--- config.mk ---
export PLATFORM = sky130hd
export DESIGN_NAME = script_lexer_tokenizer_core
export DESIGN_NICKNAME = d
export VERILOG_FILES = /design/src/rtl/core/slt_pkg.sv /design/src/rtl/core/script_lexer_tokenizer_core.sv /design/src/rtl/core/slt_front.sv /design/src/rtl/core/slt_queue.sv /design/src/rtl/core/slt_back.sv
export SDC_FILE = /design/constraint.sdc
export NUM_CORES = 1
export LEC_CHECK = 0
export ABC_AREA = 1
export BUFFER_PORTS_ARGS = -buffer_cell sky130_fd_sc_hd__buf_2
export CORE_MARGIN = 3
export CORE_UTILIZATION = 55
export DETAILED_ROUTE_END_ITERATION = 6
export GPL_TIMING_DRIVEN = 0
export HOLD_SLACK_MARGIN = 0.03
export PLACE_DENSITY = 0.75
export SYNTH_ARGS = -nofsm -noshare
export SYNTH_HDL_FRONTEND = slang
export SYNTH_SLANG_ARGS = --single-unit
--- constraint.sdc ---
create_clock -name clock -period 9.4 [get_ports clock]
set_clock_uncertainty 0.05 [all_clocks]
set_input_delay 0.47 -clock clock [delete_from_list [all_inputs] [get_ports clock]]
set_output_delay 0.47 -clock clock [all_outputs]
set_load 0.05 [all_outputs]
--- src/rtl/core/slt_pkg.sv ---
// Shared types, token kind codes and keyword tables for the script lexer.
package slt_pkg;

   localparam int QUEUE_DEPTH = 4;
   localparam int KW_COUNT    = 8;
   localparam int KW_MAX_LEN  = 6;
   localparam int CLASS_BITS  = 4;
   localparam int KIND_BITS   = 5;

   localparam logic [7:0] CHAR_NUL = 8'h00;

   typedef enum logic [CLASS_BITS-1:0] {
      CLS_OTHER  = 4'd0,
      CLS_NUL    = 4'd1,
      CLS_DIGIT  = 4'd2,
      CLS_ALPHA  = 4'd3,
      CLS_QUOTE  = 4'd4,
      CLS_ASSIGN = 4'd5,
      CLS_BANG   = 4'd6,
      CLS_LT     = 4'd7,
      CLS_GT     = 4'd8,
      CLS_SINGLE = 4'd9
   } class_type;

   typedef enum logic [7:0] {
      MODE_IDLE   = 8'b0000_0001,
      MODE_NUM    = 8'b0000_0010,
      MODE_IDENT  = 8'b0000_0100,
      MODE_STR    = 8'b0000_1000,
      MODE_ASSIGN = 8'b0001_0000,
      MODE_BANG   = 8'b0010_0000,
      MODE_LT     = 8'b0100_0000,
      MODE_GT     = 8'b1000_0000
   } mode_type;

   localparam logic [KIND_BITS-1:0] KIND_NUMBER    = 5'd0;
   localparam logic [KIND_BITS-1:0] KIND_TRUE      = 5'd1;
   localparam logic [KIND_BITS-1:0] KIND_FALSE     = 5'd2;
   localparam logic [KIND_BITS-1:0] KIND_RETURN    = 5'd3;
   localparam logic [KIND_BITS-1:0] KIND_LET       = 5'd4;
   localparam logic [KIND_BITS-1:0] KIND_IF        = 5'd5;
   localparam logic [KIND_BITS-1:0] KIND_ELSE      = 5'd6;
   localparam logic [KIND_BITS-1:0] KIND_WHILE     = 5'd7;
   localparam logic [KIND_BITS-1:0] KIND_STRING    = 5'd8;
   localparam logic [KIND_BITS-1:0] KIND_PLUS      = 5'd9;
   localparam logic [KIND_BITS-1:0] KIND_MINUS     = 5'd10;
   localparam logic [KIND_BITS-1:0] KIND_DIV       = 5'd11;
   localparam logic [KIND_BITS-1:0] KIND_MUL       = 5'd12;
   localparam logic [KIND_BITS-1:0] KIND_POW       = 5'd13;
   localparam logic [KIND_BITS-1:0] KIND_IDENT     = 5'd14;
   localparam logic [KIND_BITS-1:0] KIND_ASSIGN    = 5'd15;
   localparam logic [KIND_BITS-1:0] KIND_EQUAL     = 5'd16;
   localparam logic [KIND_BITS-1:0] KIND_BANG      = 5'd17;
   localparam logic [KIND_BITS-1:0] KIND_NOT_EQUAL = 5'd18;
   localparam logic [KIND_BITS-1:0] KIND_LT        = 5'd19;
   localparam logic [KIND_BITS-1:0] KIND_GT        = 5'd20;
   localparam logic [KIND_BITS-1:0] KIND_LTE       = 5'd21;
   localparam logic [KIND_BITS-1:0] KIND_GTE       = 5'd22;
   localparam logic [KIND_BITS-1:0] KIND_LPAREN    = 5'd23;
   localparam logic [KIND_BITS-1:0] KIND_RPAREN    = 5'd24;
   localparam logic [KIND_BITS-1:0] KIND_LBRACE    = 5'd25;
   localparam logic [KIND_BITS-1:0] KIND_RBRACE    = 5'd26;
   localparam logic [KIND_BITS-1:0] KIND_SEMICOLON = 5'd27;
   localparam logic [KIND_BITS-1:0] KIND_COMMA     = 5'd28;
   localparam logic [KIND_BITS-1:0] KIND_FUNCTION  = 5'd29;
   localparam logic [KIND_BITS-1:0] KIND_EOF       = 5'd30;

   // let if else while return true false func
   localparam logic [7:0] KW_TEXT [0:KW_COUNT-1][0:KW_MAX_LEN-1] = '{
      '{"l", "e", "t", 8'h00, 8'h00, 8'h00},
      '{"i", "f", 8'h00, 8'h00, 8'h00, 8'h00},
      '{"e", "l", "s", "e", 8'h00, 8'h00},
      '{"w", "h", "i", "l", "e", 8'h00},
      '{"r", "e", "t", "u", "r", "n"},
      '{"t", "r", "u", "e", 8'h00, 8'h00},
      '{"f", "a", "l", "s", "e", 8'h00},
      '{"f", "u", "n", "c", 8'h00, 8'h00}
   };
   localparam logic [2:0] KW_LEN [0:KW_COUNT-1] = '{
      3'd3, 3'd2, 3'd4, 3'd5, 3'd6, 3'd4, 3'd5, 3'd4
   };
   localparam logic [KIND_BITS-1:0] KW_KIND [0:KW_COUNT-1] = '{
      KIND_LET, KIND_IF, KIND_ELSE, KIND_WHILE,
      KIND_RETURN, KIND_TRUE, KIND_FALSE, KIND_FUNCTION
   };

endpackage

--- src/rtl/core/script_lexer_tokenizer_core.sv ---
// Top level of the streaming script lexer: front end, queue, token engine, output register.
//
// Source bytes enter on the req_ channel, one per transfer; byte 0 ends the input.
// Tokens leave on the rsp_ channel, one per transfer, as kind, start offset and
// length; last_of_run marks the final token caused by one byte.
// The front end classifies each byte and tags it with its offset, then writes it
// into a four-entry queue. The token engine takes one byte from the queue per
// cycle while it is not held by the output register, and drives the output register.
// Throughput: one byte per cycle while rsp_stall is low; a byte that closes one
// token and forms another (e.g. "a;" or end of input after a run) holds the engine
// until it has sent both tokens. A token passes through the queue and then the
// output register before it appears on the rsp_ ports; the second token of such
// a byte follows the first.
// When rsp_stall is high with a valid token, the output register holds it, the engine
// waits at its next token and the queue fills; req_stall rises only once the queue is full.
// Reset clears the queue, the offset counter and the scan state; no token is valid
// after reset.
module script_lexer_tokenizer_core import slt_pkg::*; #(
   parameter int OFFSET_BITS = 24,
   parameter int LENGTH_BITS = 16
) (
   input  logic                   clock,
   input  logic                   reset,
   input  logic                   req_valid,
   output logic                   req_stall,
   input  logic [7:0]             req_char_code,
   output logic                   rsp_valid,
   input  logic                   rsp_stall,
   output logic [KIND_BITS-1:0]   rsp_token_kind,
   output logic [OFFSET_BITS-1:0] rsp_token_start,
   output logic [LENGTH_BITS-1:0] rsp_token_length,
   output logic                   rsp_last_of_run
);

   localparam int ITEM_BITS = CLASS_BITS + KIND_BITS + 8 + OFFSET_BITS;

   logic                   push, pop, full, not_empty, out_ready;
   class_type              front_class;
   logic [KIND_BITS-1:0]   front_kind;
   logic [7:0]             front_char;
   logic [OFFSET_BITS-1:0] front_offset;
   logic [ITEM_BITS-1:0]   head_data;

   logic                   tok_valid, tok_last;
   logic [KIND_BITS-1:0]   tok_kind;
   logic [OFFSET_BITS-1:0] tok_start;
   logic [LENGTH_BITS-1:0] tok_length;

   logic                   rsp_valid_ff, rsp_valid_in;
   logic [KIND_BITS-1:0]   kind_ff;
   logic [OFFSET_BITS-1:0] start_ff;
   logic [LENGTH_BITS-1:0] length_ff;
   logic                   last_ff;

   slt_front #(.OFFSET_BITS(OFFSET_BITS)) u_front (
      .clock         (clock),
      .reset         (reset),
      .req_valid     (req_valid),
      .req_char_code (req_char_code),
      .queue_full    (full),
      .req_stall     (req_stall),
      .push          (push),
      .item_class    (front_class),
      .item_kind     (front_kind),
      .item_char     (front_char),
      .item_offset   (front_offset)
   );

   slt_queue #(.WIDTH(ITEM_BITS)) u_queue (
      .clock     (clock),
      .reset     (reset),
      .push      (push),
      .push_data ({front_class, front_kind, front_char, front_offset}),
      .pop       (pop),
      .full      (full),
      .not_empty (not_empty),
      .head_data (head_data)
   );

   slt_back #(.OFFSET_BITS(OFFSET_BITS), .LENGTH_BITS(LENGTH_BITS)) u_back (
      .clock       (clock),
      .reset       (reset),
      .item_valid  (not_empty),
      .item_class  (class_type'(head_data[ITEM_BITS-1 -: CLASS_BITS])),
      .item_kind   (head_data[OFFSET_BITS+8 +: KIND_BITS]),
      .item_char   (head_data[OFFSET_BITS +: 8]),
      .item_offset (head_data[OFFSET_BITS-1:0]),
      .out_ready   (out_ready),
      .pop         (pop),
      .tok_valid   (tok_valid),
      .tok_kind    (tok_kind),
      .tok_start   (tok_start),
      .tok_length  (tok_length),
      .tok_last    (tok_last)
   );

   assign out_ready    = !rsp_valid_ff || !rsp_stall;
   assign rsp_valid_in = out_ready ? tok_valid : rsp_valid_ff;

   always_ff @(posedge clock) begin
      if (reset) begin
         rsp_valid_ff <= 1'b0;
      end else begin
         rsp_valid_ff <= rsp_valid_in;
      end
   end

   always_ff @(posedge clock) begin
      if (out_ready && tok_valid) begin
         kind_ff   <= tok_kind;
         start_ff  <= tok_start;
         length_ff <= tok_length;
         last_ff   <= tok_last;
      end
   end

   assign rsp_valid        = rsp_valid_ff;
   assign rsp_token_kind   = kind_ff;
   assign rsp_token_start  = start_ff;
   assign rsp_token_length = length_ff;
   assign rsp_last_of_run  = last_ff;

endmodule

--- src/rtl/core/slt_front.sv ---
// Front end: byte classifier and source offset counter feeding the queue.
module slt_front import slt_pkg::*; #(
   parameter int OFFSET_BITS = 24
) (
   input  logic                   clock,
   input  logic                   reset,
   input  logic                   req_valid,
   input  logic [7:0]             req_char_code,
   input  logic                   queue_full,
   output logic                   req_stall,
   output logic                   push,
   output class_type              item_class,
   output logic [KIND_BITS-1:0]   item_kind,
   output logic [7:0]             item_char,
   output logic [OFFSET_BITS-1:0] item_offset
);

   logic [OFFSET_BITS-1:0] offset_ff, offset_in;

   assign req_stall   = queue_full;
   assign push        = req_valid && !queue_full;
   assign item_char   = req_char_code;
   assign item_offset = offset_ff;

   always_comb begin
      item_kind  = KIND_EOF;
      item_class = CLS_OTHER;
      unique case (req_char_code) inside
         CHAR_NUL:    item_class = CLS_NUL;
         ["0":"9"]:   item_class = CLS_DIGIT;
         ["a":"z"],
         ["A":"Z"]:   item_class = CLS_ALPHA;
         "\"":        item_class = CLS_QUOTE;
         "=":         item_class = CLS_ASSIGN;
         "!":         item_class = CLS_BANG;
         "<":         item_class = CLS_LT;
         ">":         item_class = CLS_GT;
         ";": begin item_class = CLS_SINGLE; item_kind = KIND_SEMICOLON; end
         ",": begin item_class = CLS_SINGLE; item_kind = KIND_COMMA;     end
         "+": begin item_class = CLS_SINGLE; item_kind = KIND_PLUS;      end
         "-": begin item_class = CLS_SINGLE; item_kind = KIND_MINUS;     end
         "/": begin item_class = CLS_SINGLE; item_kind = KIND_DIV;       end
         "*": begin item_class = CLS_SINGLE; item_kind = KIND_MUL;       end
         "^": begin item_class = CLS_SINGLE; item_kind = KIND_POW;       end
         "(": begin item_class = CLS_SINGLE; item_kind = KIND_LPAREN;    end
         ")": begin item_class = CLS_SINGLE; item_kind = KIND_RPAREN;    end
         "{": begin item_class = CLS_SINGLE; item_kind = KIND_LBRACE;    end
         "}": begin item_class = CLS_SINGLE; item_kind = KIND_RBRACE;    end
         default:     item_class = CLS_OTHER;
      endcase
   end

   // offset returns to zero after end of input
   always_comb begin
      offset_in = offset_ff;
      if (push) begin
         if (req_char_code == CHAR_NUL) begin
            offset_in = '0;
         end else begin
            offset_in = offset_ff + OFFSET_BITS'(1);
         end
      end
   end

   always_ff @(posedge clock) begin
      if (reset) begin
         offset_ff <= '0;
      end else begin
         offset_ff <= offset_in;
      end
   end

endmodule

--- src/rtl/core/slt_queue.sv ---
// Small FIFO of classified bytes between front end and token engine.
module slt_queue import slt_pkg::*; #(
   parameter int WIDTH = 41
) (
   input  logic             clock,
   input  logic             reset,
   input  logic             push,
   input  logic [WIDTH-1:0] push_data,
   input  logic             pop,
   output logic             full,
   output logic             not_empty,
   output logic [WIDTH-1:0] head_data
);

   localparam int PTR_BITS = $clog2(QUEUE_DEPTH);
   localparam int CNT_BITS = $clog2(QUEUE_DEPTH + 1);

   logic [WIDTH-1:0]    mem [0:QUEUE_DEPTH-1];
   logic [PTR_BITS-1:0] wr_ptr_ff, wr_ptr_in;
   logic [PTR_BITS-1:0] rd_ptr_ff, rd_ptr_in;
   logic [CNT_BITS-1:0] count_ff, count_in;

   assign full      = (count_ff == CNT_BITS'(QUEUE_DEPTH));
   assign not_empty = (count_ff != '0);
   assign head_data = mem[rd_ptr_ff];

   always_comb begin
      wr_ptr_in = push ? wr_ptr_ff + PTR_BITS'(1) : wr_ptr_ff;
      rd_ptr_in = pop  ? rd_ptr_ff + PTR_BITS'(1) : rd_ptr_ff;
      count_in  = count_ff;
      if (push && !pop) begin
         count_in = count_ff + CNT_BITS'(1);
      end else if (pop && !push) begin
         count_in = count_ff - CNT_BITS'(1);
      end
   end

   always_ff @(posedge clock) begin
      if (push) begin
         mem[wr_ptr_ff] <= push_data;
      end
   end

   always_ff @(posedge clock) begin
      if (reset) begin
         wr_ptr_ff <= '0;
         rd_ptr_ff <= '0;
         count_ff  <= '0;
      end else begin
         wr_ptr_ff <= wr_ptr_in;
         rd_ptr_ff <= rd_ptr_in;
         count_ff  <= count_in;
      end
   end

endmodule

--- src/rtl/core/slt_back.sv ---
// Token engine: scan state machine, keyword matcher and token sequencing.
module slt_back import slt_pkg::*; #(
   parameter int OFFSET_BITS = 24,
   parameter int LENGTH_BITS = 16
) (
   input  logic                   clock,
   input  logic                   reset,
   input  logic                   item_valid,
   input  class_type              item_class,
   input  logic [KIND_BITS-1:0]   item_kind,
   input  logic [7:0]             item_char,
   input  logic [OFFSET_BITS-1:0] item_offset,
   input  logic                   out_ready,
   output logic                   pop,
   output logic                   tok_valid,
   output logic [KIND_BITS-1:0]   tok_kind,
   output logic [OFFSET_BITS-1:0] tok_start,
   output logic [LENGTH_BITS-1:0] tok_length,
   output logic                   tok_last
);

   localparam logic [LENGTH_BITS-1:0] LEN_MAX = '1;
   localparam logic [LENGTH_BITS-1:0] KW_SPAN = LENGTH_BITS'(KW_MAX_LEN);

   mode_type               mode_ff, mode_in;
   logic [OFFSET_BITS-1:0] start_ff, start_in;
   logic [LENGTH_BITS-1:0] length_ff, length_in;
   logic [KW_COUNT-1:0]    cand_ff, cand_in;
   logic                   phase_ff, phase_in;

   logic                   pre_valid, post_valid, done;
   logic [KIND_BITS-1:0]   pre_kind, post_kind, ident_kind;
   logic [OFFSET_BITS-1:0] post_start;
   logic [LENGTH_BITS-1:0] pre_length, post_length, grown;
   logic [KW_COUNT-1:0]    cand_next, cand_first;
   logic                   two_tokens, update;

   function automatic logic [KW_COUNT-1:0] kw_match(
      input logic [KW_COUNT-1:0]    cand,
      input logic [LENGTH_BITS-1:0] pos,
      input logic [7:0]             ch
   );
      logic [KW_COUNT-1:0] keep;
      keep = '0;
      for (int i = 0; i < KW_COUNT; i++) begin
         keep[i] = cand[i] && (pos < KW_SPAN) && (KW_TEXT[i][pos[2:0]] == ch);
      end
      return keep;
   endfunction

   assign grown      = (length_ff == LEN_MAX) ? length_ff : length_ff + LENGTH_BITS'(1);
   assign cand_next  = kw_match(cand_ff, length_ff, item_char);
   assign cand_first = kw_match('1, '0, item_char);

   // lowest keyword index wins
   always_comb begin
      ident_kind = KIND_IDENT;
      for (int i = KW_COUNT - 1; i >= 0; i--) begin
         if (cand_ff[i] && (length_ff == {{(LENGTH_BITS-3){1'b0}}, KW_LEN[i]})) begin
            ident_kind = KW_KIND[i];
         end
      end
   end

   always_comb begin
      mode_in     = mode_ff;
      start_in    = start_ff;
      length_in   = length_ff;
      cand_in     = cand_ff;
      pre_valid   = 1'b0;
      pre_kind    = KIND_STRING;
      pre_length  = length_ff;
      done        = 1'b0;
      post_valid  = 1'b0;
      post_kind   = item_kind;
      post_start  = item_offset;
      post_length = LENGTH_BITS'(1);

      unique case (mode_ff) inside
         MODE_STR: begin
            if (item_class == CLS_QUOTE) begin
               pre_valid = 1'b1;
               mode_in   = MODE_IDLE;
               done      = 1'b1;
            end else if (item_class != CLS_NUL) begin
               length_in = grown;
               done      = 1'b1;
            end else begin
               pre_valid = 1'b1;
               mode_in   = MODE_IDLE;
            end
         end
         MODE_NUM: begin
            if (item_class == CLS_DIGIT) begin
               length_in = grown;
               done      = 1'b1;
            end else begin
               pre_valid = 1'b1;
               pre_kind  = KIND_NUMBER;
               mode_in   = MODE_IDLE;
            end
         end
         MODE_IDENT: begin
            if (item_class == CLS_ALPHA) begin
               cand_in   = cand_next;
               length_in = grown;
               done      = 1'b1;
            end else begin
               pre_valid = 1'b1;
               pre_kind  = ident_kind;
               mode_in   = MODE_IDLE;
            end
         end
         MODE_ASSIGN, MODE_BANG, MODE_LT, MODE_GT: begin
            pre_valid = 1'b1;
            mode_in   = MODE_IDLE;
            done      = (item_class == CLS_ASSIGN);
            pre_length = done ? LENGTH_BITS'(2) : LENGTH_BITS'(1);
            unique case (mode_ff)
               MODE_ASSIGN: pre_kind = done ? KIND_EQUAL     : KIND_ASSIGN;
               MODE_BANG:   pre_kind = done ? KIND_NOT_EQUAL : KIND_BANG;
               MODE_LT:     pre_kind = done ? KIND_LTE       : KIND_LT;
               default:     pre_kind = done ? KIND_GTE       : KIND_GT;
            endcase
         end
         default: ;
      endcase

      if (!done) begin
         unique case (item_class)
            CLS_NUL: begin
               post_valid  = 1'b1;
               post_kind   = KIND_EOF;
               post_length = '0;
               mode_in     = MODE_IDLE;
               start_in    = '0;
               length_in   = '0;
               cand_in     = '1;
            end
            CLS_SINGLE: begin
               post_valid = 1'b1;
            end
            CLS_ASSIGN: begin
               mode_in  = MODE_ASSIGN;
               start_in = item_offset;
            end
            CLS_BANG: begin
               mode_in  = MODE_BANG;
               start_in = item_offset;
            end
            CLS_LT: begin
               mode_in  = MODE_LT;
               start_in = item_offset;
            end
            CLS_GT: begin
               mode_in  = MODE_GT;
               start_in = item_offset;
            end
            CLS_QUOTE: begin
               mode_in   = MODE_STR;
               start_in  = item_offset + OFFSET_BITS'(1);
               length_in = '0;
            end
            CLS_DIGIT: begin
               mode_in   = MODE_NUM;
               start_in  = item_offset;
               length_in = LENGTH_BITS'(1);
            end
            CLS_ALPHA: begin
               mode_in   = MODE_IDENT;
               start_in  = item_offset;
               length_in = LENGTH_BITS'(1);
               cand_in   = cand_first;
            end
            default: ;
         endcase
      end
   end

   // two tokens from one byte go out one after the other; state moves on the last one
   assign two_tokens = pre_valid && post_valid;
   assign tok_valid  = item_valid && (pre_valid || post_valid);
   assign update     = item_valid && (!tok_valid || (out_ready && (!two_tokens || phase_ff)));
   assign pop        = update;

   always_comb begin
      if (pre_valid && !(two_tokens && phase_ff)) begin
         tok_kind   = pre_kind;
         tok_start  = start_ff;
         tok_length = pre_length;
         tok_last   = !two_tokens;
      end else begin
         tok_kind   = post_kind;
         tok_start  = post_start;
         tok_length = post_length;
         tok_last   = 1'b1;
      end
   end

   always_comb begin
      phase_in = phase_ff;
      if (item_valid && out_ready && two_tokens) begin
         phase_in = !phase_ff;
      end
   end

   always_ff @(posedge clock) begin
      if (reset) begin
         mode_ff   <= MODE_IDLE;
         start_ff  <= '0;
         length_ff <= '0;
         cand_ff   <= '1;
         phase_ff  <= 1'b0;
      end else begin
         phase_ff <= phase_in;
         if (update) begin
            mode_ff   <= mode_in;
            start_ff  <= start_in;
            length_ff <= length_in;
            cand_ff   <= cand_in;
         end
      end
   end

endmodule

==> results of run 1 <==
[layout by cell type, fill, tap and decap left out, types with 32 or more instances in the layout]
cell / Yosys / routed
a21oi_1: 60 / 60
buf_2: 23 / 82
clkbuf_1: 27 / 40
clkbuf_16: 0 / 32
dfxtp_1: 91 / 91
edfxtp_1: 210 / 210
inv_1: 158 / 158
nand2_1: 588 / 588
nand3_1: 195 / 195
nand4_1: 34 / 34
nor2_1: 211 / 206
nor3_1: 41 / 41
o21ai_0: 122 / 122
[kinds of logic (layout without fill, tap and decap cells)]
kind of cell	count (synthesis)	in the layout
DFF	301	301
xor gates and xnor gates	30	30
and+or+nand+nor	1142	1142
adders and majority gates	22	22
buffers and inverters	239	361
AOI/OAI and AO/OA	239	239
[final cells by class]
| type | instances | area (um^2) | area share (%) |
|---|---|---|---|
| inverters | 173 | 652 | 3.64 |
| flip-flops and latches | 301 | 8130 | 45.3 |
| repair buffers | 64 | 403 | 2.25 |
| well taps | 378 | 473 | 2.64 |
| clock buffers | 49 | 905 | 5.05 |
| plain buffers | 66 | 353 | 1.97 |
| clock inverters | 9 | 90.1 | 0.503 |
| multi-input cells | 1433 | 6920 | 38.6 |
[critical path, stage by stage (launching register included)]
cell and delay (ns):
dfxtp_1 0.31, inv_1 0.13, buf_2 0.30, nand3_1 0.12
nand2_1 0.17, nand2_1 0.07, inv_1 0.11, nand2_2 0.19
nand2_2 0.14, nand2_2 0.08, nand3_4 0.15, nand3_4 0.10
nand2_4 0.15, nand2_4 0.11, inv_2 0.09, buf_2 0.30
ha_1 0.21, inv_1 0.06, fa_1 0.38, nor2_1 0.12
nor2_1 0.05, nand2_1 0.07, o21ai_0 0.07, a21oi_1 0.13
[flip-flops by register name, indices dropped and copies added, names as in the netlist, named ones only]
register	cells
u_front.item_offset	24
u_queue.wr_ptr_ff	2
rsp_last_of_run	1
u_back.start_ff	24
u_back.cand_ff	8
u_back.phase_ff	1
rsp_token_start	24
u_queue.rd_ptr_ff	2
u_back.mode_ff	8
u_queue.mem	164
u_back.length_ff	16
rsp_valid	1
u_queue.count_ff	3
rsp_token_kind	5
rsp_token_length	16
[per-stage QoR]
| step | setup slack (ns) | power, W | hold slack (ns) | util (%) |
|---|---|---|---|---|
| final | 5.65 | 0.00675 | 0.0992 | 63.5 |
| after global routing | 5.35 | 0.00719 | 0.0924 | 63.5 |
| after CTS | 5.71 | 0.00670 | 0.0788 | 63.5 |
| after detailed placement | 5.73 | 0.00549 | 0.389 | 60.0 |
| after global placement | 4.05 | 0.00542 | 0.382 | 59.4 |
| after floorplan | 5.47 | 0.00450 | 0.368 | - |
[power by group through the flow]
stage	Clock [W]	Combinational [W]	Sequential (W)
3_5_place_dp	0	0.00361	0.00188
6_report	0.00120	0.00370	0.00185
3_3_place_gp	0	0.00352	0.00189
5_1_grt	0.00126	0.00405	0.00188
2_1_floorplan	0	0.00234	0.00215
4_1_cts	0.00121	0.00364	0.00185
[metal layers]
metal | GRT usage (%) | up-vias
met5 | 0 | -
met4 | 10.5 | 0
met3 | 3.45 | 116
met2 | 46.5 | 667
met1 | 38.4 | 6551
li1 | - | 6807
[worst max path at each step]
stage	slack (ns)	startpoint	endpoint	cells after the start
after floorplan	5.47	flip-flop	rsp_last_of_run	13
after global placement	4.05	flip-flop	rsp_token_start[1]	12
after detailed placement	5.73	flip-flop	u_queue.count_ff[2]	23
after CTS	5.71	flip-flop	u_queue.count_ff[2]	23
after global routing	5.35	flip-flop	u_queue.count_ff[2]	23
final	5.65	flip-flop	u_queue.count_ff[2]	23
==> impl_metrics.py, run 1 <==
metrics = {
    "finish": {
        "antenna_cells": 0,
        "fillers": 2395,
        "nets": 2104,
        "final_cells": 2473,
        "syn2layout_area_growth_pct": 11.9,
        "layout-drive-gt1-share_pct": 10.4,
        "design_area_um2": 17900,
    },
    "detailed_routing": {
        "vias_per_cell": 5.72,
        "routed_wl_um": 44300,
        "dr.max_layer_used": "met4",
        "vias": 14100,
        "wl_per_cell_um": 17.9,
        "antenna_left": 0,
        "drc": 0,
        "wl_met1_um": 18700,
        "dr.pass1.iters": 6,
        "wl_met2_um": 20900,
        "first_iter_violations": 1658,
        "wl_met3_um": 3330,
    },
    "sta": {
        "final-setup-viol-count": 0,
        "maxSlewViolCount": 0,
        "relSlewSlack_pct": 38.9,
        "period_share_pct": 39.9,
        "rsz0062_at_grt": "no",
        "final-hold-violation-count": 0,
        "fin_crit_ns": 3.75,
        "tns_ns": 0,
        "tightest_slew_ns": 0.915,
        "max_freq_ghz": 0.266,
    },
    "outcome": {
        "status": "completed",
    },
    "clock_tree": {
        "clk_pin_slew_ns": 0.06,
        "numCtsBuffers": 31,
        "clk_latency_ns": 0.58,
        "clkSinkCount": 301,
        "cts_tree": "yes",
        "htree_levels": 1,
        "ctsResizeCount": 0,
        "ctsHoldBuffers": 0,
        "cts_buffer_depth": 3,
        "cts-root-buf": "clkbuf_16",
        "post_cts.repair.setup_buffers": 0,
    },
    "global_routing": {
        "antenna_found_initial": 0,
        "grtUsageTotal_pct": 28.2,
        "grt_pass1_wl_um": 70300,
        "grt_pass1_vias": 13300,
        "grt-ovfl-total": 0,
        "grt_max_degree": 29,
    },
    "yosys": {
        "synth_common_cells": "nand2_1, nor2_1, edfxtp_1",
        "post_synth_xor_area_fraction_pct": 1.64,
        "synth_top_family_by_area": "simple AND/OR/NAND/NOR gates",
        "yosys_warnings": 0,
        "synth_seq_area_share_pct": 50.7,
        "netlist-cell-type-count": 58,
        "synth_ff_type": "edfxtp_1",
        "yosysMostFrequentCell": "nand2_1",
        "synth_seq_cells": 301,
        "syn_area_per_cell_um2": 8.12,
        "synth_area_um2": 16000,
        "synth_fa_ha_area_share_pct": 1.77,
        "async_flop_share_pct": 0,
        "syn_inst": 1973,
        "synth_area_leaders": "edfxtp_1, nand2_1, dfxtp_1",
        "yosysTopAreaCellShare_pct": 39.4,
        "muxShareOfSynthArea_pct": 0,
        "synth_top_area_cell": "edfxtp_1",
        "synth-simple-area-share_pct": 31.1,
        "synth_edf_count": 210,
        "syn_nets": 2007,
        "synth_compound_area_share_pct": 8.44,
    },
    "worst_setup_path": {
        "arrival_ns": 4.20,
        "crit_type": "flip-flop to flip-flop",
        "regToRegEndpoint": "u_queue.count_ff[2]",
        "start_kind": "flip-flop",
        "end_kind": "flip-flop",
        "cp_max_fo": 10,
        "rr_worst_depth": 23,
        "worstPathRequired_ns": 9.85,
        "reg2reg_slack_ns": 5.65,
    },
    "min_path": {
        "hold_depth": 1,
        "min_from": "req_char_code[6]",
        "hold_path_end": "u_queue.mem[3][30]",
        "hp-class": "input port to flip-flop",
    },
    "power_and_ir_drop": {
        "vdd_ir_drop_max_v": 0.000172,
        "pwr-share-comb_pct": 54.8,
        "power.switching_w": 0.00329,
        "clkPwrFrac_pct": 17.7,
        "seqPwrFrac_pct": 27.5,
        "leakage_nw": 7.37,
        "power.density_nw_per_um2": 377,
        "swShare_pct": 48.7,
        "cellInternalPower_w": 0.00346,
    },
    "placed_design": {
        "dp.cells": 2415,
        "numPortBuffers": 59,
        "place_hpwl_um": 31700,
        "dpl_cell_area_um2": 16900,
        "place.gp.congestion": 0.946,
    },
    "die": {
        "core-area_um2": 28200,
        "die_area_um2": 31200,
        "chipHeight_um": 177,
        "dieWidth_um": 177,
        "start_util_pct": 56.7,
        "num_rows": 61,
        "num_io_pins": 60,
    },
    "run": {
        "maxCapViolations": 0,
    },
}
No activity file was read; power rests on OpenSTA's default activity.
==> run 2: changes to the inputs <==
--- a/config.mk
+++ b/config.mk
@@ -12,7 +12,7 @@
 export DETAILED_ROUTE_END_ITERATION = 6
 export GPL_TIMING_DRIVEN = 0
 export HOLD_SLACK_MARGIN = 0.03
-export PLACE_DENSITY = 0.75
+export PLACE_DENSITY = 0.78
 export SYNTH_ARGS = -nofsm -noshare
 export SYNTH_HDL_FRONTEND = slang
 export SYNTH_SLANG_ARGS = --single-unit
==> constraint.sdc (replaced) <==
create_clock -name clock -period 3.45 [get_ports clock]
set_clock_uncertainty 0.05 [all_clocks]
set_input_delay 0.1725 -clock clock [delete_from_list [all_inputs] [get_ports clock]]
set_output_delay 0.1725 -clock clock [all_outputs]
set_load 0.05 [all_outputs]
==> run 2 against run 1 <==
  * The run now ends with DRC left
  * Sequential power grew to 2.7 times the previous value
  * Combinational power grew to 2.7 times the previous value
  * Clock-buffer cell count is 12 lower
  * Critical path type unchanged
  * First-iteration DRC count is 6.2% higher
  * Highest routed layer unchanged
  * Cell count is 0.36% higher
  * Sequential share of layout area is 0.55 points lower
==> impl_metrics.py, run 2 (synthesis gave the netlist of run 1 again) <==
metrics = {
    "detailed_routing": {
        "first_iter_violations": 1761,
        "drc": 1,
        "routed_wl_um": 42800,
        "vias": 14200,
        "vias_per_cell": 5.70,
        "dr.pass1.iters": 7,
        "antenna_left": 0,
        "wl_per_cell_um": 17.2,
    },
    "die": {
        "dieWidth_um": 177,
        "die_area_um2": 31200,
        "core-area_um2": 28200,
        "start_util_pct": 56.7,
        "chipHeight_um": 177,
        "num_rows": 61,
        "num_io_pins": 60,
    },
    "clock_tree": {
        "post_cts.repair.setup_buffers": 0,
        "clk_latency_ns": 0.56,
        "cts_buffer_depth": 3,
        "clk_pin_slew_ns": 0.07,
        "clkSinkCount": 301,
        "cts_tree": "yes",
        "htree_levels": 1,
        "cts-root-buf": "clkbuf_16",
        "numCtsBuffers": 31,
    },
    "sta": {
        "maxSlewViolCount": 0,
        "tightest_slew_ns": 0.810,
        "hold_ws_ns": 0.0685,
        "final-hold-violation-count": 0,
        "max_freq_ghz": 0.301,
        "relSlewSlack_pct": 45.9,
        "fin_crit_ns": 3.33,
        "final-setup-viol-count": 0,
        "period_share_pct": 96.4,
        "rsz0062_at_grt": "yes",
        "layout_setup_ws_ns": 0.125,
    },
    "worst_setup_path": {
        "end_kind": "flip-flop",
        "start_kind": "flip-flop",
        "arrival_ns": 3.76,
        "worstPathRequired_ns": 3.89,
        "crit_type": "flip-flop to flip-flop",
        "cp_max_fo": 13,
    },
    "global_routing": {
        "grt_pass1_vias": 13000,
        "grt_pass1_wl_um": 68100,
        "grt-ovfl-total": 0,
        "antenna_found_initial": 0,
        "grtUsageTotal_pct": 27.1,
        "grt_max_degree": 36,
    },
    "finish": {
        "largest_reg_flops": 164,
        "antenna_cells": 0,
        "nets": 2113,
        "fin_util_pct": 64.3,
        "syn2layout_area_growth_pct": 13.3,
        "mostFrequentLayoutCells": "nand2_1, edfxtp_1, nor2_1, nand3_1, inv_1",
        "layout-drive-gt1-share_pct": 10.9,
        "fillers": 2335,
        "regMostFlops": "u_queue.mem",
        "mostFrequentLayoutCell": "nand2_1",
    },
    "power_and_ir_drop": {
        "swShare_pct": 48.1,
        "seqPwrFrac_pct": 27.2,
        "leakage_nw": 7.46,
        "pwr-share-comb_pct": 54.1,
        "power.switching_w": 0.00894,
        "vdd_ir_drop_max_v": 0.000533,
        "clkPwrFrac_pct": 18.8,
        "power.density_nw_per_um2": 1020,
        "cellInternalPower_w": 0.00965,
    },
    "run": {
        "maxCapViolations": 0,
    },
    "outcome": {
        "status": "finished, violations left",
        "violations": "DRC",
    },
    "min_path": {
        "hp-class": "input port to flip-flop",
    },
    "placed_design": {
        "place_hpwl_um": 30700,
        "numPortBuffers": 59,
        "dp_slack_ns": -0.258,
        "place.gp.congestion": 0.970,
    },
}
==> run 2: cell count changes in the layout (fill, tap and decap cells not counted), moves of 3 or more <==
cell           previous run  this run
clkinv_4                  0         4
clkbuf_1                 40        29
bufinv_16                 1         5
buf_2                    82        79
clkinvlp_4                2         6
dlygate4sd3_1             0        10
clkinv_1                  8        11
==> run 2: cell type report <==
class                      instances  area [um^2]  area share, %
clock inverter                    21          259           1.43
inverter                         173          657           3.62
tap                              378          473           2.61
clock buffer                      37          818           4.51
timing repair buffer              74          503           2.77
buffer                            65          359           1.98
sequential                       301         8130           44.8
multi-input combinational       1433         6950           38.3
==> run 2: stage by stage <==
| step | TNS, ns | total power, W | std cells | cell area (um^2) |
|---|---|---|---|---|
| after floorplan | 0 | 0.0122 | 1973 | 16000 |
| after global placement | -184.71 | 0.0146 | 2410 | 16800 |
| after detailed placement | -0.386 | 0.0149 | 2415 | 16900 |
| after CTS | 0 | 0.0184 | 2482 | 18100 |
| after global routing | -0.106 | 0.0198 | 2482 | 18100 |
| final | 0 | 0.0186 | 2482 | 18100 |
==> run 2: final timing paths <==
check	startpoint	endpoint	slack (ns)	cells past startpoint
worst min register to register	u_back.cand_ff[5]	u_back.cand_ff[5]	0.40	2
worst min-delay path	req_valid	u_front.item_offset[2]	0.07	5
worst max register to register	flip-flop	u_queue.count_ff[2]	0.12	22
worst max-delay path	flip-flop	u_queue.count_ff[2]	0.12	22
==> run 2: what timing repair did <==
item | CTS | global route
pin swaps | 0 | 1
hold buffers | 10 | 0
setup endpoints to repair | 2 | 10
endpoints found under the hold margin | 34 | 0
gates resized for setup | 3 | 14
==> run 2: power by group through the flow <==
| stage | logic (W) | clock network (W) | registers (W) |
|---|---|---|---|
| 3_3_place_gp | 0.00950 | 0 | 0.00514 |
| 5_1_grt | 0.0110 | 0.00369 | 0.00511 |
| 3_5_place_dp | 0.00976 | 0 | 0.00512 |
| 6_report | 0.0100 | 0.00349 | 0.00505 |
| 4_1_cts | 0.00984 | 0.00352 | 0.00505 |
| 2_1_floorplan | 0.00638 | 0 | 0.00586 |
==> run 2: critical path: stages, from the launching register on <==
cell and delay, ns:
dfxtp_2 0.36, inv_2 0.15, buf_6 0.18, nand2_2 0.06, nand3_2 0.06, nand2_2 0.10
nand2_1 0.13, nor2_2 0.09, nand2_2 0.12, nand2_2 0.09, nor3_4 0.25, inv_1 0.13
nand3_4 0.15, nand2_4 0.14, inv_6 0.18, ha_1 0.17, inv_1 0.06, fa_1 0.37
nor2_1 0.12, nor2_1 0.05, nand2_1 0.07, o21ai_0 0.07, a21oi_1 0.11
==> run 2: layer usage <==
metal / up-vias / wire length [um] / GRT usage (%) / part of all wire [%]
li1: 6836 / - / - / -
met1: 6509 / 18100 / 37.5 / 42
met2: 696 / 19800 / 44.5 / 46
met3: 109 / 3530 / 3.43 / 8.2
met4: 0 / 1370 / 9.00 / 3.2
met5: - / 0 / 0 / 0
